File: src/sv/bfap_pkg.sv
// ---------------------------------------------------------------------------
// bfap_pkg
// types, constants and helpers shared by the beacon parser modules
// ---------------------------------------------------------------------------
package bfap_pkg;

  localparam int unsigned MaxFrameBytes = 2048;
  localparam logic [11:0] MAX_FRAME = 12'(MaxFrameBytes);

  localparam logic [7:0] FC_BEACON = 8'h80;
  localparam logic [7:0] FC_PROBE  = 8'h50;
  localparam logic [7:0] ID_SSID   = 8'd0;
  localparam logic [7:0] ID_DS     = 8'd3;
  localparam logic [7:0] ID_RSN    = 8'd48;
  localparam logic [7:0] ID_HT     = 8'd61;
  localparam logic [7:0] ID_VENDOR = 8'd221;

  localparam logic [2:0] SEC_OPEN = 3'd0;
  localparam logic [2:0] SEC_WEP  = 3'd1;
  localparam logic [2:0] SEC_WPA  = 3'd2;
  localparam logic [2:0] SEC_WPA2 = 3'd3;
  localparam logic [2:0] SEC_SAE  = 3'd4;
  localparam logic [2:0] SEC_OWE  = 3'd5;

  localparam logic [2:0] STG_START = 3'd0;
  localparam logic [2:0] STG_SKIP  = 3'd1;
  localparam logic [2:0] STG_CNT2L = 3'd2;
  localparam logic [2:0] STG_CNT2H = 3'd3;
  localparam logic [2:0] STG_AKM   = 3'd4;
  localparam logic [2:0] STG_DONE  = 3'd5;
  localparam logic [2:0] STG_IDLE  = 3'd6;

  typedef struct packed {
    logic       accepted;
    logic [5:0] ssid_len;
  } bfap_status_t;

  typedef struct packed {
    logic       emit_hdr;
    logic       emit_char;
    logic [4:0] rd_addr;
  } bfap_cmd_t;

  function automatic logic chan_ok(input logic [7:0] c);
    logic [7:0] d;
    d = c - 8'd149;
    return (c >= 8'd1 && c <= 8'd14) ||
           (c >= 8'd36 && c <= 8'd64 && c[1:0] == 2'b00) ||
           (c >= 8'd100 && c <= 8'd144 && c[1:0] == 2'b00) ||
           (c >= 8'd149 && c <= 8'd165 && d[1:0] == 2'b00);
  endfunction

endpackage

File: src/sv/bfap_datapath.sv
// ---------------------------------------------------------------------------
// bfap_datapath
// per-byte frame parse, ssid store and output record register
// ---------------------------------------------------------------------------
module bfap_datapath import bfap_pkg::*; (
  input  logic         clk,
  input  logic         rst,
  input  logic         byte_en,
  input  logic [7:0]   frame_byte,
  input  logic         frame_last,
  input  logic [7:0]   rx_channel,
  input  logic [7:0]   rx_rssi,
  input  bfap_cmd_t    cmd,
  output bfap_status_t status,
  output logic         rec_kind,
  output logic         rec_acc,
  output logic [47:0]  rec_bssid,
  output logic [7:0]   rec_chan,
  output logic [7:0]   rec_rssi,
  output logic [2:0]   rec_sec,
  output logic [5:0]   rec_len,
  output logic [7:0]   rec_char,
  output logic         rec_last
);

  logic [11:0] frame_pos;
  logic        frame_bad;
  logic [47:0] bssid_reg;
  logic [2:0]  security_reg;
  logic [7:0]  channel_reg;
  logic [7:0]  rssi_reg;
  logic [5:0]  ssid_len_reg;
  logic [2:0]  seen_flags;
  logic [7:0]  ie_id_reg;
  logic [7:0]  ie_len_reg;
  logic [7:0]  ie_offset;
  logic [1:0]  ie_phase;
  logic [15:0] rsn_count;
  logic [2:0]  rsn_stage;
  logic [2:0]  rsn_auth_reg;
  logic [7:0]  ssid_mem [32];
  logic [7:0]  rd_data;
  logic        ok_reg;

  logic [11:0] pos_next;
  logic        bad_next;
  logic [47:0] bssid_next;
  logic [2:0]  sec_next, stage_next, auth_next, seen_next;
  logic [7:0]  chan_next, rssi_next, id_next, len_next, off_next;
  logic [5:0]  slen_next;
  logic [1:0]  phase_next;
  logic [15:0] count_next;
  logic        ok_next, wr_en;
  logic [4:0]  wr_addr;
  logic [7:0]  wr_data;

  always_comb begin
    logic [7:0] b;
    logic [15:0] c1, c2;
    logic [8:0] rem;
    logic [7:0] left;
    logic [1:0] at;
    logic miss, done;
    b = frame_byte;
    pos_next = frame_pos; bad_next = frame_bad; bssid_next = bssid_reg;
    sec_next = security_reg; chan_next = channel_reg; rssi_next = rssi_reg;
    slen_next = ssid_len_reg; seen_next = seen_flags; id_next = ie_id_reg;
    len_next = ie_len_reg; off_next = ie_offset; phase_next = ie_phase;
    count_next = rsn_count; stage_next = rsn_stage; auth_next = rsn_auth_reg;
    wr_en = 1'b0; wr_addr = ie_offset[4:0];
    wr_data = (b < 8'h20 || b == 8'h7f) ? 8'h3f : b;
    done = 1'b0;
    c1 = '0; c2 = '0; rem = '0; left = '0; at = '0; miss = 1'b0;
    if (frame_pos == 12'd0) begin
      bad_next = (b != FC_BEACON && b != FC_PROBE);
      bssid_next = '0; sec_next = SEC_OPEN; chan_next = rx_channel; rssi_next = rx_rssi;
      slen_next = '0; seen_next = '0; phase_next = 2'd0;
    end
    if (frame_pos >= MAX_FRAME) begin
      bad_next = 1'b1;
    end else if (frame_pos >= 12'd16 && frame_pos < 12'd22) begin
      if (frame_pos == 12'd16 && b[0]) bad_next = 1'b1;
      case (frame_pos[2:0])
        3'd0:    bssid_next[7:0]   = b;
        3'd1:    bssid_next[15:8]  = b;
        3'd2:    bssid_next[23:16] = b;
        3'd3:    bssid_next[31:24] = b;
        3'd4:    bssid_next[39:32] = b;
        default: bssid_next[47:40] = b;
      endcase
    end else if (frame_pos == 12'd34) begin
      sec_next = b[4] ? SEC_WEP : SEC_OPEN;
    end else if (frame_pos >= 12'd36) begin
      if (phase_next == 2'd0) begin
        id_next = b; phase_next = 2'd1;
      end else if (phase_next == 2'd1) begin
        len_next = b; off_next = '0; stage_next = STG_IDLE;
        case (ie_id_reg)
          ID_SSID: begin
            if (!seen_next[0]) begin
              if (b > 8'd32) bad_next = 1'b1;
              else begin
                seen_next[0] = 1'b1; slen_next = b[5:0]; stage_next = STG_START;
              end
            end
          end
          ID_DS:     if (b == 8'd1) stage_next = STG_START;
          ID_HT:     if (b >= 8'd1 && !seen_next[2]) stage_next = STG_START;
          ID_RSN: begin
            seen_next[1] = 1'b1; auth_next = SEC_WPA2; count_next = '0;
            stage_next = (b < 8'd8) ? STG_IDLE : STG_START;
          end
          ID_VENDOR: if (b >= 8'd4 && !seen_next[1]) stage_next = STG_START;
          default: ;
        endcase
        if (b == 8'd0) done = 1'b1; else phase_next = 2'd2;
      end else begin
        if (ie_id_reg == ID_RSN) begin
          case (rsn_stage)
            STG_START: begin
              if (ie_offset == 8'd0 || ie_offset == 8'd6) count_next = {8'd0, b};
              else if (ie_offset == 8'd1) begin
                if ({b, rsn_count[7:0]} != 16'd1) stage_next = STG_IDLE;
              end else if (ie_offset == 8'd7) begin
                c1 = {b, rsn_count[7:0]};
                if (c1 > 16'((ie_len_reg - 8'd8) >> 2) ||
                    (18'(ie_len_reg) - (18'd8 + {c1, 2'b00})) < 18'd2)
                  stage_next = STG_IDLE;
                else if (c1 == 16'd0) stage_next = STG_CNT2L;
                else begin
                  count_next = {c1[13:0], 2'b00}; stage_next = STG_SKIP;
                end
              end
            end
            STG_SKIP: begin
              count_next = rsn_count - 16'd1;
              if (count_next == 16'd0) stage_next = STG_CNT2L;
            end
            STG_CNT2L: begin
              count_next = {8'd0, b}; stage_next = STG_CNT2H;
            end
            STG_CNT2H: begin
              c2 = {b, rsn_count[7:0]};
              rem = 9'(ie_len_reg) - (9'(ie_offset) + 9'd1);
              if (c2 > 16'(rem[8:2])) stage_next = STG_IDLE;
              else if (c2 == 16'd0) stage_next = STG_DONE;
              else begin
                count_next = c2; stage_next = STG_AKM;
              end
            end
            STG_AKM: begin
              left = rsn_count[7:0]; at = rsn_count[9:8]; miss = rsn_count[10];
              case (at)
                2'd0: miss = (b != 8'h00);
                2'd1: miss = miss | (b != 8'h0f);
                2'd2: miss = miss | (b != 8'hac);
                default: begin
                  if (!miss) begin
                    if (b == 8'd8 || b == 8'd9) auth_next = SEC_SAE;
                    if (b == 8'd18) auth_next = SEC_OWE;
                  end
                  left = left - 8'd1;
                  if (left == 8'd0) stage_next = STG_DONE;
                end
              endcase
              count_next = {5'd0, miss, at + 2'd1, left};
            end
            default: ;
          endcase
        end else if (rsn_stage == STG_START) begin
          case (ie_id_reg)
            ID_SSID: wr_en = 1'b1;
            ID_DS: if (chan_ok(b)) begin
              chan_next = b; seen_next[2] = 1'b1;
            end
            ID_HT: begin
              if (ie_offset == 8'd0 && chan_ok(b)) chan_next = b;
              stage_next = STG_IDLE;
            end
            ID_VENDOR: begin
              if (b != (ie_offset[1:0] == 2'd0 ? 8'h00 : ie_offset[1:0] == 2'd1 ?
                        8'h50 : ie_offset[1:0] == 2'd2 ? 8'hf2 : 8'h01))
                stage_next = STG_IDLE;
              else if (ie_offset == 8'd3) begin
                sec_next = SEC_WPA; stage_next = STG_IDLE;
              end
            end
            default: ;
          endcase
        end
        if (9'(ie_offset) + 9'd1 >= 9'(ie_len_reg)) done = 1'b1;
        else off_next = ie_offset + 8'd1;
      end
      if (done) begin
        if (ie_id_reg == ID_RSN)
          sec_next = (stage_next == STG_IDLE) ? SEC_WPA2 : auth_next;
        phase_next = 2'd0;
      end
    end
    ok_next = !bad_next && (frame_pos >= 12'd35) && phase_next == 2'd0 &&
              bssid_next != '0 && seen_next[0] && chan_ok(chan_next);
    if (frame_last) begin
      pos_next = '0; phase_next = 2'd0;
    end else if (frame_pos != 12'd4095) pos_next = frame_pos + 12'd1;
  end

  always_ff @(posedge clk) begin
    if (rst) begin
      frame_pos <= '0; frame_bad <= 1'b0; bssid_reg <= '0; security_reg <= SEC_OPEN;
      channel_reg <= '0; rssi_reg <= '0; ssid_len_reg <= '0; seen_flags <= '0;
      ie_id_reg <= '0; ie_len_reg <= '0; ie_offset <= '0; ie_phase <= '0;
      rsn_count <= '0; rsn_stage <= STG_START; rsn_auth_reg <= SEC_WPA2; ok_reg <= 1'b0;
    end else if (byte_en) begin
      frame_pos <= pos_next; frame_bad <= bad_next; bssid_reg <= bssid_next;
      security_reg <= sec_next; channel_reg <= chan_next; rssi_reg <= rssi_next;
      ssid_len_reg <= slen_next; seen_flags <= seen_next; ie_id_reg <= id_next;
      ie_len_reg <= len_next; ie_offset <= off_next; ie_phase <= phase_next;
      rsn_count <= count_next; rsn_stage <= stage_next; rsn_auth_reg <= auth_next;
      ok_reg <= ok_next;
    end
  end

  always_ff @(posedge clk) begin
    if (byte_en && wr_en) ssid_mem[wr_addr] <= wr_data;
    rd_data <= ssid_mem[cmd.rd_addr];
  end

  assign status.accepted = ok_reg;
  assign status.ssid_len = ssid_len_reg;

  // output record register
  always_ff @(posedge clk) begin
    if (cmd.emit_hdr) begin
      rec_kind <= 1'b0; rec_acc <= ok_reg; rec_char <= '0;
      rec_bssid <= ok_reg ? bssid_reg : '0;
      rec_chan <= ok_reg ? channel_reg : '0;
      rec_rssi <= ok_reg ? rssi_reg : '0;
      rec_sec <= ok_reg ? security_reg : SEC_OPEN;
      rec_len <= ok_reg ? ssid_len_reg : '0;
      rec_last <= !ok_reg || ssid_len_reg == 6'd0;
    end else if (cmd.emit_char) begin
      rec_kind <= 1'b1; rec_char <= rd_data;
      rec_last <= (cmd.rd_addr == 5'(ssid_len_reg - 6'd1));
    end
  end

endmodule

File: src/sv/bfap_ctrl.sv
// ---------------------------------------------------------------------------
// bfap_ctrl
// sequencer: byte intake, then summary and ssid drain
// ---------------------------------------------------------------------------
module bfap_ctrl import bfap_pkg::*; (
  input  logic         clk,
  input  logic         rst,
  input  logic         in_fire,
  input  logic         in_last,
  input  logic         out_ready,
  input  bfap_status_t status,
  output bfap_cmd_t    cmd,
  output logic         in_ready,
  output logic         out_valid
);

  typedef enum logic [3:0] {
    S_RUN  = 4'b0001,
    S_HDR  = 4'b0010,
    S_RD   = 4'b0100,
    S_OUT  = 4'b1000
  } state_t;

  state_t state, state_next;
  logic [5:0] idx, idx_next;
  logic       ov, ov_next;

  assign in_ready = (state == S_RUN);
  assign out_valid = ov;

  always_comb begin
    state_next = state; idx_next = idx; ov_next = ov;
    cmd.emit_hdr = 1'b0; cmd.emit_char = 1'b0; cmd.rd_addr = idx[4:0];
    case (state)
      S_RUN: if (in_fire && in_last) state_next = S_HDR;
      S_HDR: begin
        cmd.emit_hdr = 1'b1; ov_next = 1'b1; idx_next = '0; state_next = S_OUT;
      end
      // ram read address was presented last cycle; data valid now
      S_RD: begin
        cmd.emit_char = 1'b1; ov_next = 1'b1; state_next = S_OUT;
      end
      S_OUT: if (out_ready) begin
        ov_next = 1'b0;
        if (!status.accepted || idx == status.ssid_len) state_next = S_RUN;
        else begin
          idx_next = idx + 6'd1;
          state_next = S_RD;
        end
      end
      default: state_next = S_RUN;
    endcase
    if (state == S_RD) cmd.rd_addr = 5'(idx - 6'd1);
  end

  always_ff @(posedge clk) begin
    if (rst) begin
      state <= S_RUN; idx <= '0; ov <= 1'b0;
    end else begin
      state <= state_next; idx <= idx_next; ov <= ov_next;
    end
  end

endmodule

File: src/sv/beacon_frame_ap_parser_unit.sv
// ---------------------------------------------------------------------------
// beacon_frame_ap_parser_unit
// 802.11 beacon / probe-response parser producing an access point record
// ---------------------------------------------------------------------------
// Frame bytes are taken one per cycle. After the last byte the block takes no
// input until the run is drained: the summary record is built in the header
// state and then presented, and for an accepted frame each ssid character
// follows through the ssid ram read and then the output register.
module beacon_frame_ap_parser_unit import bfap_pkg::*; (
  input  logic        clk,
  input  logic        rst,
  input  logic        s_tvalid,
  output logic        s_tready,
  input  logic [23:0] s_tdata,  // frame_byte, rx_channel, rx_rssi
  input  logic        s_tlast,
  output logic        m_tvalid,
  input  logic        m_tready,
  output logic [87:0] m_tdata,  // accepted, bssid_out, channel_out, rssi_out,
                                // security_out, ssid_len_out, ssid_char, pad
  output logic        m_tuser,  // record_kind
  output logic        m_tlast
);

  bfap_status_t status;
  bfap_cmd_t    cmd;
  logic         in_fire;
  logic         rec_kind, rec_acc, rec_last;
  logic [47:0]  rec_bssid;
  logic [7:0]   rec_chan, rec_rssi, rec_char;
  logic [2:0]   rec_sec;
  logic [5:0]   rec_len;

  assign in_fire = s_tvalid && s_tready;

  bfap_ctrl u_ctrl (
    .clk, .rst, .in_fire, .in_last(s_tlast), .out_ready(m_tready), .status, .cmd,
    .in_ready(s_tready), .out_valid(m_tvalid)
  );

  bfap_datapath u_dp (
    .clk, .rst, .byte_en(in_fire), .frame_byte(s_tdata[7:0]), .frame_last(s_tlast),
    .rx_channel(s_tdata[15:8]), .rx_rssi(s_tdata[23:16]), .cmd, .status,
    .rec_kind, .rec_acc, .rec_bssid, .rec_chan, .rec_rssi, .rec_sec, .rec_len,
    .rec_char, .rec_last
  );

  assign m_tdata = {6'd0, rec_char, rec_len, rec_sec, rec_rssi, rec_chan,
                    rec_bssid, rec_acc};
  assign m_tuser = rec_kind;
  assign m_tlast = rec_last;

  a_no_in_while_out: assert property (@(posedge clk) disable iff (rst)
    m_tvalid |-> !s_tready) else $error("input taken during drain");
  a_hdr_after_last: assert property (@(posedge clk) disable iff (rst)
    (in_fire && s_tlast) |=> ##1 (m_tvalid && !m_tuser))
    else $error("summary record missing");
  a_reject_single: assert property (@(posedge clk) disable iff (rst)
    (m_tvalid && !m_tdata[0]) |-> m_tlast) else $error("rejected run not closed");

endmodule

File: config.mk
export PLATFORM = sky130hd
export DESIGN_NAME = beacon_frame_ap_parser_unit
export DESIGN_NICKNAME = d
export VERILOG_FILES = /design/src/sv/bfap_pkg.sv /design/src/sv/bfap_datapath.sv /design/src/sv/bfap_ctrl.sv /design/src/sv/beacon_frame_ap_parser_unit.sv
export SDC_FILE = /design/constraint.sdc
export NUM_CORES = 1
export LEC_CHECK = 0
export BUFFER_PORTS_ARGS = -buffer_cell sky130_fd_sc_hd__buf_2
export CAP_MARGIN = 20
export CORE_MARGIN = 3
export CORE_UTILIZATION = 37
export CTS_CLUSTER_SIZE = 16
export DETAILED_ROUTE_END_ITERATION = 16
export GPL_TIMING_DRIVEN = 0
export PLACE_DENSITY = 0.63
export SETUP_SLACK_MARGIN = 0.02
export SLEW_MARGIN = 20
export SYNTH_ARGS = -nofsm -noshare
export SYNTH_HDL_FRONTEND = slang
export SYNTH_SLANG_ARGS = --single-unit
File: constraint.sdc
create_clock -name clk -period 11.14 [get_ports clk]
set_input_delay 1.671 -clock clk [delete_from_list [all_inputs] [get_ports clk]]
set_output_delay 1.671 -clock clk [all_outputs]
set_load 0.02 [all_outputs]
==> results.toml <==
[outcome]
status = "finished, final reports clean"

[place]
place.gp.congestion = 0.984
dp.cells = 3181
dp_hpwl_mm = 55.2
numPortBuffers = 113

[timing]
hold_viol = 0
finalCritPeriodShare = 0.559
slew_viol_final = 0
skew_ns = 0.0464
rsz0062_at_grt = "no"
setup_violations = 0
period_needed_ns = 6.22
finalSetupTns_ns = 0
max_freq_mhz = 161
worst_pin_slew_ns = 1.17
slew_headroom = 0.217

[clock_tree]
clock_latency_ns = 0.63
cts_root_buf = "clkbuf_16"
cts_setup_buffers = 0
postCtsHoldBufs = 0
cts_sinks = 497
postCtsResizedCells = 0
cts-htree-levels = 2
numCtsBuffers = 51
path_clk_slew_ns = 0.06
clockBufferDepth = 3
cts_tree = "yes"

[global_route]
grt_util_all_layers = 0.211
antenna_found_initial = 1
grt_max_degree = 61
grt_overflow = 0
grt_pass1_wl_mm = 114
grt_pass1_vias = 18400

[flow_run]
drv_cap = 0

[setup_path]
critPathLaunch = "s_tdata[1]"
arrival_ns = 6.69
cp_max_fo = 10
path_class = "in -> reg"
reg2reg_from = "u_dp.ie_offset[0]$_SDFFE_PP0P_"
endpoint_kind = "flop"
required_ns = 11.61
crit_path_start_kind = "input port"

[route]
ant_nets = 0
routed.top_layer = "met4"
wl_met1_mm = 30.9
drt-pass1-iter-count = 12
dr_wl_met2_mm = 35.1
vias = 18900
vias_per_cell = 5.76
met3WireLength_mm = 5.21
wl_per_cell_um = 23.2
drtIter0Drc = 1806
drc = 0
wirelength_mm = 76.0

[final_layout]
antennaDiodeCount = 0
fillers = 6153
drive_above_1_share = 0.156
area_growth_pct = 14.1
regArea_um2 = 13300
multi_input_area_um2 = 10900
layout.nets = 2493
final_cells = 3277
largest_reg_flops = 256

[synthesis]
async_flop_share = 0
ys_seq_elements = 497
ys_seq_area_frac = 0.533
ys_warn_count = 0
synth_top_area_share = 0.400
synth_area_per_cell_um2 = 11.3
synth_top_cells_by_area = "edfxtp_1 40%, dfxtp_1 13%, mux4_2 7.2%"
yosysTopAreaCell = "edfxtp_1"
ys.flop_type = "edfxtp_1"
netlist_area_um2 = 24900
synth_cell_types = 99
synth_edf_count = 331
synthCells = 2197

[floorplan]
fp.coreArea_um2 = 66200
pin_count = 121
fp.dieArea_um2 = 70400
die_h_um = 265
fp-row-count = 94
die_w_um = 265
initial_core_util = 0.376

[worst_hold_path]
hp-class = "reg -> reg"
holdCritStartpoint = "u_dp.rd_data[5]$_DFF_P_"

[pwr]
peakVddDrop_mv = 0.146
cellLeakagePower_nw = 9.79
powerDensity_nw_per_um2 = 140
## worst paths after layout
check	to	slack, ns	depth (start not counted)
worst max-delay path	u_dp.rsn_count[7]$_SDFFE_PP0P_	4.92	15
worst min-delay path	u_dp.rec_char[5]$_SDFFE_PP0P_	0.44	2
worst max register to register	u_dp.rsn_count[12]$_SDFFE_PP0P_	5.76	22
worst min register to register	u_dp.rec_char[5]$_SDFFE_PP0P_	0.44	2
## report_power, final
group	internal [W]	switching (W)
sequential	0.00198	0.00000694
combinational	0.0000558	0.000165
clock	0.00101	0.000756
## logic make-up (layout without fill, tap and decap cells)
family / after synthesis / after routing / synth area share
buffers and inverters: 182 / 393 / 0.0304
and+or+nand+nor: 800 / 800 / 0.161
AOI/OAI and AO/OA: 449 / 449 / 0.119
xor gates and xnor gates: 61 / 61 / 0.0215
other: 1 / 6 / 0.000151
DFF: 497 / 497 / 0.533
adders and majority gates: 94 / 94 / 0.0476
muxes: 113 / 113 / 0.0874
## critical path, stage by stage
cell	delay (ns)
buf_2	0.26
clkbuf_1	0.78
inv_1	0.45
ha_1	0.41
buf_2	0.19
nor2_1	0.44
nor4_1	0.11
a2111oi_0	0.36
nand4_1	0.20
a211oi_1	0.26
nand4_1	0.14
nor4_2	0.47
o211ai_1	0.53
nand4_1	0.31
a21oi_1	0.09
## placed cells by master (no fill, tap or decap), types with 7 or more instances in the layout
cell         n
clkbuf_16   51
nor2b_1     19
clkbuf_1    85
nand2b_1    14
nor3_1      55
a211oi_1    13
edfxtp_1   331
a31oi_1     20
and2_1      80
buf_4        9
inv_1       64
o211ai_1    13
ha_1        93
buf_2      132
nand2_1    192
a22oi_1     65
mux4_2      80
mux2_2      14
nor4_1      28
clkinv_2    12
a21oi_1    125
and3_1      22
mux2i_1     17
xnor2_1     34
o21ai_0     85
dfxtp_1    166
or4_1       17
xor2_1      25
o31ai_1     13
nand3b_1     7
nor2_1     222
clkinv_1     9
or3_1       10
or2_2       10
nand4_1     19
nand3_1     52
o21a_1      10
a21o_1       9
## metrics by stage
stage | util | setup WS, ns | hold slack, ns | cell area (µm²) | total power, W
2_1_floorplan | - | 6.41 | 0.417 | 24900 | 0.00215
3_3_place_gp | 0.401 | 4.44 | 0.433 | 26500 | 0.00224
3_5_place_dp | 0.402 | 4.47 | 0.434 | 26600 | 0.00224
4_1_cts | 0.429 | 5.12 | 0.446 | 28400 | 0.00399
5_1_grt | 0.429 | 4.72 | 0.461 | 28400 | 0.00409
6_report | 0.429 | 4.92 | 0.442 | 28400 | 0.00397
## final cells by class
cell class	count	share of cell area
multi-input cells	1523	0.384
repair buffers	115	0.0214
clock inverters	37	0.0151
plain buffers	117	0.0182
inverters	65	0.00859
flip-flops and latches	497	0.467
well taps	864	0.0381
clock buffers	59	0.0471
## Yosys cell counts (7+ instances only)
| cell | number |
|---|---|
| o211ai_1 | 13 |
| and3_1 | 22 |
| or3_1 | 10 |
| nand3b_1 | 7 |
| xnor2_1 | 35 |
| and2_1 | 80 |
| nor2b_1 | 19 |
| mux2i_1 | 17 |
| buf_4 | 9 |
| o21a_1 | 10 |
| xor2_1 | 26 |
| mux2_2 | 14 |
| nor2_1 | 224 |
| o31ai_1 | 13 |
| or4_1 | 17 |
| clkbuf_1 | 81 |
| a21o_1 | 9 |
| a22oi_1 | 65 |
| o21ai_0 | 85 |
| nand2_1 | 192 |
| nand3_1 | 52 |
| nor4_1 | 28 |
| a31oi_1 | 20 |
| dfxtp_1 | 166 |
| nor3_1 | 55 |
| mux4_2 | 80 |
| or2_2 | 10 |
| a211oi_1 | 13 |
| a21oi_1 | 125 |
| nand2b_1 | 20 |
| ha_1 | 93 |
| inv_1 | 64 |
| edfxtp_1 | 331 |
| buf_2 | 19 |
| nand4_1 | 19 |
## routing by layer
| metal | GRT usage | vias to the layer above |
|---|---|---|
| met5 | 0 | - |
| met4 | 0.121 | 0 |
| met3 | 0.0341 | 226 |
| met2 | 0.342 | 873 |
| met1 | 0.269 | 9173 |
| li1 | - | 8593 |
No activity file was read; power rests on OpenSTA's default activity.
